File: src/hw/rtl/smx_pkg.sv
// Shared types, constants and microcode word layout for the splitmix64 id byte generator.
package smx_pkg;

	localparam int MAX_BYTES = 64;
	localparam int BCNT_W    = 7;
	localparam int PC_W      = 4;

	localparam logic [63:0] GOLDEN_INC = 64'h9E3779B97F4A7C15;
	localparam logic [63:0] MIX_MUL_A  = 64'hBF58476D1CE4E5B9;
	localparam logic [63:0] MIX_MUL_B  = 64'h94D049BB133111EB;

	localparam logic [1:0] MODE_RAW  = 2'd0;
	localparam logic [1:0] MODE_UUID = 2'd1;
	localparam logic [1:0] MODE_MAC  = 2'd2;

	localparam logic [BCNT_W-1:0] UUID_LEN = 7'd16;
	localparam logic [BCNT_W-1:0] MAC_LEN  = 7'd6;

	localparam logic [BCNT_W-1:0] UUID_VER_IDX = 7'd6;
	localparam logic [BCNT_W-1:0] UUID_VAR_IDX = 7'd8;

	localparam logic [7:0] VER_MASK = 8'h0F;
	localparam logic [7:0] VER_BITS = 8'h40;
	localparam logic [7:0] VAR_MASK = 8'h3F;
	localparam logic [7:0] VAR_BITS = 8'h80;
	localparam logic [7:0] MAC_HEAD = 8'h02;

	localparam logic [PC_W-1:0] PC_IDLE = 4'd0;
	localparam logic [PC_W-1:0] PC_LOOP = 4'd1;

	typedef enum logic [1:0] {MUL_NONE, MUL_LL, MUL_LH, MUL_HL} mul_op_t;
	typedef enum logic [1:0] {ACC_HOLD, ACC_LOAD, ACC_ADD_HI} acc_op_t;
	typedef enum logic [1:0] {Z_HOLD, Z_MIX30, Z_MIX27, Z_FINAL} z_op_t;
	typedef enum logic [1:0] {SEQ_NEXT, SEQ_IDLE, SEQ_EMIT} seq_op_t;

	typedef struct packed {
		mul_op_t mul;
		logic    kb;
		acc_op_t acc;
		z_op_t   zop;
		logic    st_add;
		seq_op_t seq;
	} uc_word_t;

endpackage

File: src/hw/rtl/splitmix64_id_byte_generator.sv
// Top level: request intake, microcode sequencer and byte output register.
//
//  channel | dir | handshake          | payload
//  s_      | in  | s_tvalid/s_tready  | s_tdata: seed, mode, byte_count
//  m_      | out | m_tvalid/m_tready  | m_tdata: data_byte; m_tlast: is_last
//
// Each 64-bit generator word takes 12 sequencer steps (state add, three xor-shift
// mixes and two multiplies of three 32x32 partial products each on one shared
// multiplier), then up to 8 bytes leave at one per cycle unless the output stalls.
// Reset clears the sequencer and the output valid; one request is in flight at a time.
// A stalled output holds the emit step until the byte is taken.
module splitmix64_id_byte_generator (
	input  logic        clk,
	input  logic        arst_n,
	input  logic        s_tvalid,
	output logic        s_tready,
	input  logic [79:0] s_tdata,  // [63:0] seed, [65:64] mode, [72:66] byte_count
	output logic        m_tvalid,
	input  logic        m_tready,
	output logic [7:0]  m_tdata,  // [7:0] data_byte
	output logic        m_tlast   // is_last
);

	logic [smx_pkg::PC_W-1:0]   pc_q;
	logic [smx_pkg::BCNT_W-1:0] idx_q;
	logic [smx_pkg::BCNT_W-1:0] cnt_q;
	logic [1:0]                 mode_q;
	logic                       m_tvalid_q;
	logic [7:0]                 m_tdata_q;
	logic                       m_tlast_q;

	smx_pkg::uc_word_t          uc;
	logic [63:0]                word;
	logic [63:0]                seed;
	logic [1:0]                 mode;
	logic [smx_pkg::BCNT_W-1:0] byte_count;
	logic [smx_pkg::BCNT_W-1:0] cnt_new;
	logic                       accept;
	logic                       out_free;
	logic                       emit;
	logic [7:0]                 raw_byte;
	logic [7:0]                 fix_byte;
	logic                       last;

	assign seed       = s_tdata[63:0];
	assign mode       = s_tdata[65:64];
	assign byte_count = s_tdata[72:66];

	smx_ucode_rom u_rom (
		.pc (pc_q),
		.uc (uc)
	);

	smx_datapath u_dp (
		.clk  (clk),
		.uc   (uc),
		.load (accept),
		.seed (seed),
		.word (word)
	);

	assign s_tready = (uc.seq == smx_pkg::SEQ_IDLE);
	assign accept   = s_tvalid && s_tready;
	assign out_free = !m_tvalid_q || m_tready;
	assign emit     = (uc.seq == smx_pkg::SEQ_EMIT) && out_free;

	always_comb begin
		if (mode == smx_pkg::MODE_UUID) begin
			cnt_new = smx_pkg::UUID_LEN;
		end else if (mode == smx_pkg::MODE_MAC) begin
			cnt_new = smx_pkg::MAC_LEN;
		end else if (byte_count > smx_pkg::BCNT_W'(smx_pkg::MAX_BYTES)) begin
			cnt_new = smx_pkg::BCNT_W'(smx_pkg::MAX_BYTES);
		end else begin
			cnt_new = byte_count;
		end
	end

	always_comb begin
		raw_byte = 8'(word >> {idx_q[2:0], 3'b000});
		fix_byte = raw_byte;
		if (mode_q == smx_pkg::MODE_UUID && idx_q == smx_pkg::UUID_VER_IDX) begin
			fix_byte = (raw_byte & smx_pkg::VER_MASK) | smx_pkg::VER_BITS;
		end else if (mode_q == smx_pkg::MODE_UUID && idx_q == smx_pkg::UUID_VAR_IDX) begin
			fix_byte = (raw_byte & smx_pkg::VAR_MASK) | smx_pkg::VAR_BITS;
		end else if (mode_q == smx_pkg::MODE_MAC && idx_q == '0) begin
			fix_byte = smx_pkg::MAC_HEAD;
		end
		last = (idx_q + 7'd1 == cnt_q);
	end

	always_ff @(posedge clk or negedge arst_n) begin
		if (!arst_n) begin
			pc_q       <= smx_pkg::PC_IDLE;
			idx_q      <= '0;
			cnt_q      <= '0;
			mode_q     <= smx_pkg::MODE_RAW;
			m_tvalid_q <= 1'b0;
		end else begin
			if (emit) begin
				m_tvalid_q <= 1'b1;
			end else if (m_tready) begin
				m_tvalid_q <= 1'b0;
			end
			unique case (uc.seq)
				smx_pkg::SEQ_IDLE: begin
					if (accept) begin
						idx_q  <= '0;
						cnt_q  <= cnt_new;
						mode_q <= mode;
						if (cnt_new != '0) begin
							pc_q <= smx_pkg::PC_LOOP;
						end
					end
				end
				smx_pkg::SEQ_EMIT: begin
					if (out_free) begin
						idx_q <= idx_q + 7'd1;
						if (last) begin
							pc_q <= smx_pkg::PC_IDLE;
						end else if (idx_q[2:0] == 3'd7) begin
							pc_q <= smx_pkg::PC_LOOP;
						end
					end
				end
				smx_pkg::SEQ_NEXT: pc_q <= pc_q + 4'd1;
				default: pc_q <= smx_pkg::PC_IDLE;
			endcase
		end
	end

	always_ff @(posedge clk) begin
		if (emit) begin
			m_tdata_q <= fix_byte;
			m_tlast_q <= last;
		end
	end

	assign m_tvalid = m_tvalid_q;
	assign m_tdata  = m_tdata_q;
	assign m_tlast  = m_tlast_q;

endmodule

File: src/hw/rtl/smx_ucode_rom.sv
// Microcode program: one control word per step of the generator sequencer.
module smx_ucode_rom (
	input  logic [smx_pkg::PC_W-1:0] pc,
	output smx_pkg::uc_word_t        uc
);

	always_comb begin
		uc = '{smx_pkg::MUL_NONE, 1'b0, smx_pkg::ACC_HOLD, smx_pkg::Z_HOLD, 1'b0,
			smx_pkg::SEQ_IDLE};
		unique case (pc)
			4'd0: uc.seq = smx_pkg::SEQ_IDLE;
			4'd1: begin
				uc.st_add = 1'b1;
				uc.seq    = smx_pkg::SEQ_NEXT;
			end
			4'd2: begin
				uc.zop = smx_pkg::Z_MIX30;
				uc.seq = smx_pkg::SEQ_NEXT;
			end
			4'd3: begin
				uc.mul = smx_pkg::MUL_LL;
				uc.seq = smx_pkg::SEQ_NEXT;
			end
			4'd4: begin
				uc.mul = smx_pkg::MUL_LH;
				uc.acc = smx_pkg::ACC_LOAD;
				uc.seq = smx_pkg::SEQ_NEXT;
			end
			4'd5: begin
				uc.mul = smx_pkg::MUL_HL;
				uc.acc = smx_pkg::ACC_ADD_HI;
				uc.seq = smx_pkg::SEQ_NEXT;
			end
			4'd6: begin
				uc.acc = smx_pkg::ACC_ADD_HI;
				uc.seq = smx_pkg::SEQ_NEXT;
			end
			4'd7: begin
				uc.zop = smx_pkg::Z_MIX27;
				uc.seq = smx_pkg::SEQ_NEXT;
			end
			4'd8: begin
				uc.mul = smx_pkg::MUL_LL;
				uc.kb  = 1'b1;
				uc.seq = smx_pkg::SEQ_NEXT;
			end
			4'd9: begin
				uc.mul = smx_pkg::MUL_LH;
				uc.kb  = 1'b1;
				uc.acc = smx_pkg::ACC_LOAD;
				uc.seq = smx_pkg::SEQ_NEXT;
			end
			4'd10: begin
				uc.mul = smx_pkg::MUL_HL;
				uc.kb  = 1'b1;
				uc.acc = smx_pkg::ACC_ADD_HI;
				uc.seq = smx_pkg::SEQ_NEXT;
			end
			4'd11: begin
				uc.acc = smx_pkg::ACC_ADD_HI;
				uc.seq = smx_pkg::SEQ_NEXT;
			end
			4'd12: begin
				uc.zop = smx_pkg::Z_FINAL;
				uc.seq = smx_pkg::SEQ_NEXT;
			end
			4'd13: uc.seq = smx_pkg::SEQ_EMIT;
			default: uc.seq = smx_pkg::SEQ_IDLE;
		endcase
	end

endmodule

File: src/hw/rtl/smx_datapath.sv
// Generator datapath: state, mixer, shared 32x32 multiplier and 64-bit accumulator.
module smx_datapath (
	input  logic              clk,
	input  smx_pkg::uc_word_t uc,
	input  logic              load,
	input  logic [63:0]       seed,
	output logic [63:0]       word
);

	logic [63:0] st_q;
	logic [63:0] z_q;
	logic [63:0] prod_q;
	logic [63:0] acc_q;
	logic [63:0] word_q;
	logic [63:0] k;
	logic [31:0] ma;
	logic [31:0] mb;

	always_comb begin
		k = uc.kb ? smx_pkg::MIX_MUL_B : smx_pkg::MIX_MUL_A;
		unique case (uc.mul)
			smx_pkg::MUL_LL: begin
				ma = z_q[31:0];
				mb = k[31:0];
			end
			smx_pkg::MUL_LH: begin
				ma = z_q[31:0];
				mb = k[63:32];
			end
			smx_pkg::MUL_HL: begin
				ma = z_q[63:32];
				mb = k[31:0];
			end
			smx_pkg::MUL_NONE: begin
				ma = '0;
				mb = '0;
			end
		endcase
	end

	always_ff @(posedge clk) begin
		if (load) begin
			st_q <= seed;
		end else if (uc.st_add) begin
			st_q <= st_q + smx_pkg::GOLDEN_INC;
		end
		if (uc.mul != smx_pkg::MUL_NONE) begin
			prod_q <= {32'b0, ma} * {32'b0, mb};
		end
		unique case (uc.acc)
			smx_pkg::ACC_LOAD:   acc_q <= prod_q;
			smx_pkg::ACC_ADD_HI: acc_q <= acc_q + {prod_q[31:0], 32'b0};
			default:             acc_q <= acc_q;
		endcase
		unique case (uc.zop)
			smx_pkg::Z_MIX30: z_q <= st_q ^ (st_q >> 30);
			smx_pkg::Z_MIX27: z_q <= acc_q ^ (acc_q >> 27);
			smx_pkg::Z_FINAL: word_q <= acc_q ^ (acc_q >> 31);
			smx_pkg::Z_HOLD:  z_q <= z_q;
		endcase
	end

	assign word = word_q;

endmodule
File: config.mk
export PLATFORM = sky130hd
export DESIGN_NAME = splitmix64_id_byte_generator
export DESIGN_NICKNAME = d
export VERILOG_FILES = /design/src/hw/rtl/smx_pkg.sv /design/src/hw/rtl/splitmix64_id_byte_generator.sv /design/src/hw/rtl/smx_ucode_rom.sv /design/src/hw/rtl/smx_datapath.sv
export SDC_FILE = /design/constraint.sdc
export NUM_CORES = 2
export LEC_CHECK = 0
export BUFFER_PORTS_ARGS = -buffer_cell sky130_fd_sc_hd__buf_2
export CORE_MARGIN = 2
export CORE_UTILIZATION = 36
export CTS_CLUSTER_DIAMETER = 30
export DETAILED_ROUTE_END_ITERATION = 8
export SLEW_MARGIN = 20
export SYNTH_ARGS = -nofsm -noshare
export SYNTH_HDL_FRONTEND = slang
export SYNTH_SLANG_ARGS = --single-unit
File: constraint.sdc
create_clock -name clk -period 11.8 [get_ports clk]
set_input_delay 1.77 -clock clk [delete_from_list [all_inputs] [get_ports clk]]
set_output_delay 1.77 -clock clk [all_outputs]
set_load 0.005 [all_outputs]
==> Yosys cells after proc, flatten, opt, wreduce, memory -nomap -nowiden <==
Cells that the tools add are included.
{ "totals": {"regBits": 350, "latch_bits": 0, "ram_bits": 0, "rom_bits": 0, "in_bits": 84, "output_inout_bits": 11, "elab_cells": 116, "memories": 0} }
{ "op_classes": {"add_sub_neg": 4, "n_mul": 1, "div_mod_pow": 0, "order_cmp": 1, "n_eq_ne": 35, "shifts": 1, "mux": 30, "bitwise": 3, "reduce_logical": 28} }
{ "ops": {"columns": ["op", "n"], "rows": [
  ["$pmux W64 S2", 2],
  ["$pmux W32 S3", 2],
  ["$mux W64", 2],
  ["$add A64 B64 Y64", 1],
  ["$add A64 B64 Y64 const B", 1],
  ["$mul A32 B32 Y64", 1],
  ["$shr A64 B6 Y8", 1],
  ["$xor A64 B33 Y64", 1],
  ["$xor A64 B34 Y64", 1],
  ["$xor A64 B37 Y64", 1],
  ["$mux W62", 1],
  ["$mux W7", 5],
  ["$eq A4 B4 Y1 const B", 6],
  ["$mux W4", 6],
  ["$eq A2 B2 Y1 const B", 8],
  ["$eq A4 B3 Y1 const B", 4],
  ["$mux W8", 2],
  ["$pmux W7 S2", 1],
  ["$eq A2 B1 Y1 const B", 6],
  ["$pmux W2 S3", 2],
  ["$pmux W4 S3", 1],
  ["$reduce_bool A2 Y1", 6],
  ["$reduce_or A12 Y1", 1],
  ["$reduce_or A2 Y1", 5],
  ["other kinds (25)", 36]
]} }

==> Depth between registers and ports, before layout <==
{ "logic_depth": {"ltp_word": 8, "ltp_mapped": 44, "ltp_nobuf": 38} }

==> Modules after synthesis <==
Synthesis repeated with hierarchy kept, for this count alone.
{ "unflattened": {"hier_cells": 4799, "hier_area_um2": 48148.7} }
{ "by_module_without_submodules": {"columns": ["module", "n_inst", "cells_per_inst", "area_per_inst_um2", "seq_area_each_um2"], "rows": [
  ["smx_datapath", 1, 4587, 45902.8, 9609.2],
  ["splitmix64_id_byte_generator", 1, 183, 2045.7, 795.8],
  ["smx_ucode_rom", 1, 29, 200.2, 0.0]
]} }

==> Worst setup path after synthesis <==
No wires, ideal clock.
{ "synth_path": {"path_type": "reg2reg", "from": "reg pc_q[1] (netlist bit)", "to": "reg u_dp.prod_q[56], data pin", "setup_time_ns": 0.260, "t_arrival_ns": 9.918, "required_ns": 11.540, "setup_slack_ns": 1.622, "stages_incl_launch_ff": 44, "n_path_buf": 8, "synth_period_minus_slack_ns": 10.178, "path_cell_list": "dfrtp_1 inv_1 ha_1 clkbuf_1 nand2_1 a21oi_1 or2_2 clkbuf_1 inv_1 clkbuf_1 clkbuf_1 ha_1 clkbuf_1 or2_2 clkbuf_1 buf_1 nand2_1 inv_1 [... 8 more ...] fa_1 inv_1 fa_1 inv_1 fa_1 fa_1 ha_1 buf_2 nand2_1 o211ai_2 nor4_1 a211oi_2 a31oi_1 o31ai_2 a21oi_2 o21ai_2 a41oi_2 xnor2_1"} }
{ "synth_between": {"elab_chain_len": 7} }
{ "synth_lines": {"columns": ["element", "line_no", "text"], "rows": [
  ["from (decl)", "splitmix64_id_byte_generator.sv:24", "logic [smx_pkg::PC_W-1:0] pc_q;"],
  ["from (signal assigned)", "splitmix64_id_byte_generator.sv:94", "pc_q <= smx_pkg::PC_IDLE;"],
  ["from (signal assigned)", "splitmix64_id_byte_generator.sv:112", "pc_q <= smx_pkg::PC_LOOP;"],
  ["from (signal assigned)", "splitmix64_id_byte_generator.sv:120", "pc_q <= smx_pkg::PC_IDLE;"],
  ["$eq A4 B3 Y1 (tied with other cells)", "smx_ucode_rom.sv:10", "unique case (pc)"],
  ["$reduce_or A2 Y1 (no source line)", null, null],
  ["$pmux W2 S3", "smx_ucode_rom.sv:10", null],
  ["$eq A2 B1 Y1 / $eq A2 B2 Y1 (equally long branches)", "smx_datapath.sv:21", "unique case (uc.mul)"],
  ["$reduce_or A2 Y1 (no source line)", null, null],
  ["$pmux W32 S3", "smx_datapath.sv:21", null],
  ["$mul A32 B32 Y64 *", "smx_datapath.sv:48", "prod_q <= {32'b0, ma} * {32'b0, mb};"],
  ["to (signal assigned)", "smx_datapath.sv:48", null],
  ["to (decl)", "smx_datapath.sv:12", "logic [63:0] prod_q;"]
]} }
Mark *: on every way between the ends. The rest lies on a longest branch, timed or not.
A chain may end at the register's enable or synchronous reset.

==> Final worst setup path <==
{ "layout_path": {"from": "reg pc_q[0] (netlist bit)", "to": "reg u_dp.prod_q[58], data pin"} }
The elaborated chain is that of the path after synthesis.

==> results_dict.tcl <==
set metrics [dict create \
    area_growth_pct 9.93 \
    drtPass1Iterations 5 \
    syn_area_um2 47800 \
    grt.overflow.total 0 \
    synth_top_area_frac 0.339 \
    min_from "cnt_q[3]$_DFFE_PN0P_" \
    fin_crit_sh 0.945 \
    worstPathArrival_ns 11.47 \
    drive_gt1_frac 0.0873 \
    clockRootBuffer "clkbuf_16" \
    setup_tns_ns 0 \
    outcome "complete, no violations" \
    period_minus_slack_ns 11.15 \
    r2r_slack_ns 0.65 \
    skew_ns 0.0222 \
    grt_pass1_vias 35200 \
    max_freq_ghz 0.0897 \
    grt_usage 0.233 \
    grt_util_met3 0.0276 \
    n_antenna_cell 0 \
    wl_um 157000 \
    grt_use_met2 0.370 \
    crit_top_cell "fa_1" \
    ys_ff_latch 350 \
    cts_setup_buffers 0 \
    regArea_um2 10400 \
    ys_seq_area_frac 0.218 \
    hold_viol 0 \
    place_hpwl_um 137000 \
    setup_viol 0 \
    worstSetupEndpointType "register" \
    crit_path_start_kind "register" \
    r2r_start "pc_q[0]$_DFFE_PN0P_" \
    path_class "register to register" \
    die-area_um2 136000 \
    min_path_cells 2 \
    syn_nets 6043 \
    chipWidth_um 368 \
    use_met1 0.329 \
    postSynthCellCount 4756 \
    dieHeight_um 368 \
    drv_cap 0 \
    grt_pass1_wl_um 233000 \
    r2r_cells 33 \
    maxSlewViolCount 0 \
    cpPeakStageDelay_ns 0.57 \
    cts.hold.buffers_added 0 \
    required_ns 12.12 \
    hp-class "register to register" \
    num_io_pins 95 \
    async_flop_share 0.0600 \
    startpoint "pc_q[0]$_DFFE_PN0P_" \
    cts_buffers 55 \
    grt_max_degree 103 \
    drc 0 \
    synth-edff-count 329 \
    clock_latency_ns 0.59 \
    path_clk_slew_ns 0.06 \
    cts_max_level 2 \
    r2r_end "u_dp.prod_q[58]$_DFFE_PP_" \
    gp_congestion 0.981 \
    ys_top_cells_by_area "fa_1 34%, edfxtp_1 21%, ha_1 10%, inv_1 8.4%, nand2_1 3.5%" \
    fillCellCount 13000 \
    top_usage_layer "met2" \
    synth_area_leader_cell "fa_1" \
    avgSynthCellArea_um2 10.1 \
    ys_warn_count 0 \
    initial_core_util 0.363 \
    cts_resized 0 \
    drt_iter0_markers 3324 \
    cts_sinks 350 \
    slowest_stage "fa_1" \
    core-area_um2 132000 \
    rsz0062_at_grt "no" \
    multi_input_area_um2 32700 \
    tightest_slew_ns 1.06 \
    fin_nets 6118 \
    routedWlPerCell_um 23.7 \
    row_count 133 \
    synth_flop_cell "edfxtp_1" \
    port_buffers 87 \
    antenna_found_initial 9 \
    slew_headroom 0.295 \
    cts_tree "built" \
    whs_endpoint "cnt_q[3]$_DFFE_PN0P_" \
    num_vias 33900 \
    ant_nets 0 \
    vias_per_cell 5.12 \
    clockBufferDepth 3 \
    crit_path_max_fanout 27 \
    yosys.cell_types.count 83 \
]
-- critical path, delay by kind of cell, from the launching register on --
family                   cells  cell delay (ns)
flip-flops                   1             0.40
buffers and inverters        5             0.41
AND/OR/NAND/NOR              8             2.60
AO/OA/AOI/OAI                8             2.38
adder cells (fa/ha/maj)     11             4.88
XOR/XNOR                     1             0.18
-- cell type report --
class,count,area share
Tap cell,1755,0.0418
Clock buffer,61,0.0270
Inverter,1073,0.0766
Timing Repair Buffer,202,0.0247
Multi-Input combinational cell,3149,0.622
Sequential cell,350,0.198
Clock inverter,43,0.00966
-- synthesized netlist by cell type (55+ instances only) --
cell type,instances
fa_1,810
a21oi_1,151
inv_1,1073
o21ai_0,143
nor2_1,309
ha_1,393
nand2_1,450
edfxtp_1,329
clkbuf_1,151
nor2b_1,55
a21o_1,60
xor2_1,135
xnor2_1,127
-- how the worst max path moves through the flow --
stage / slack, ns / cells after the start / endpoint
after detailed placement: 0.91 / 33 / u_dp.prod_q[58]$_DFFE_PP_
after CTS: 0.87 / 37 / u_dp.prod_q[63]$_DFFE_PP_
final: 0.65 / 33 / u_dp.prod_q[58]$_DFFE_PP_
after global routing: 0.25 / 37 / u_dp.prod_q[63]$_DFFE_PP_
after floorplan: 1.62 / 43 / u_dp.prod_q[56]$_DFFE_PP_
after global placement: 0.98 / 35 / u_dp.prod_q[63]$_DFFE_PP_
-- cell families after synthesis --
group,Yosys count,synth area share
buffers and inverters,1257,0.0993
adders and majority gates,1204,0.442
AOI/OAI and AO/OA,581,0.0768
and+or+nand+nor,1023,0.0941
muxes,79,0.0221
DFF,350,0.218
xor gates and xnor gates,262,0.0480
-- per-stage QoR --
stage	std cells	util	worst slack (ns)	instance area (um^2)	hold slack, ns
floorplan	4756	-	1.62	47800	0.458
global placement	6529	0.385	0.984	50600	0.474
detailed placement	6529	0.385	0.910	50600	0.477
CTS	6633	0.399	0.869	52600	0.489
global route	6633	0.399	0.254	52600	0.524
finish	6633	0.399	0.648	52600	0.486
-- cells in the final DEF, fill, tap and decap left out, drive strengths merged, types with 127 or more instances in the layout --
master / netlist / routed
xnor2: 127 / 127
edfxtp: 329 / 329
buf: 31 / 202
a21oi: 154 / 154
fa: 810 / 810
inv: 1073 / 1091
ha: 393 / 393
nand2: 450 / 450
xor2: 135 / 135
nor2: 309 / 309
o21ai: 172 / 172
-- layer usage --
layer  vias up  share of wire
met5         -       0.000064
met2      1306           0.46
li1      15100              -
met3       234          0.069
met1     17300           0.43
met4         2          0.044
-- state kept, by name, summed over array words and instances (netlist names), 4 cells and up --
signal,cells
cnt_q,7
u_dp.prod_q,64
m_tdata,8
u_dp.acc_q,64
pc_q,4
idx_q,7
u_dp.z_q,64
u_dp.st_q,64
u_dp.word,64
Power is not shown: default switching activity piles up to over one toggle a cycle in this logic, so the estimate is an artifact.
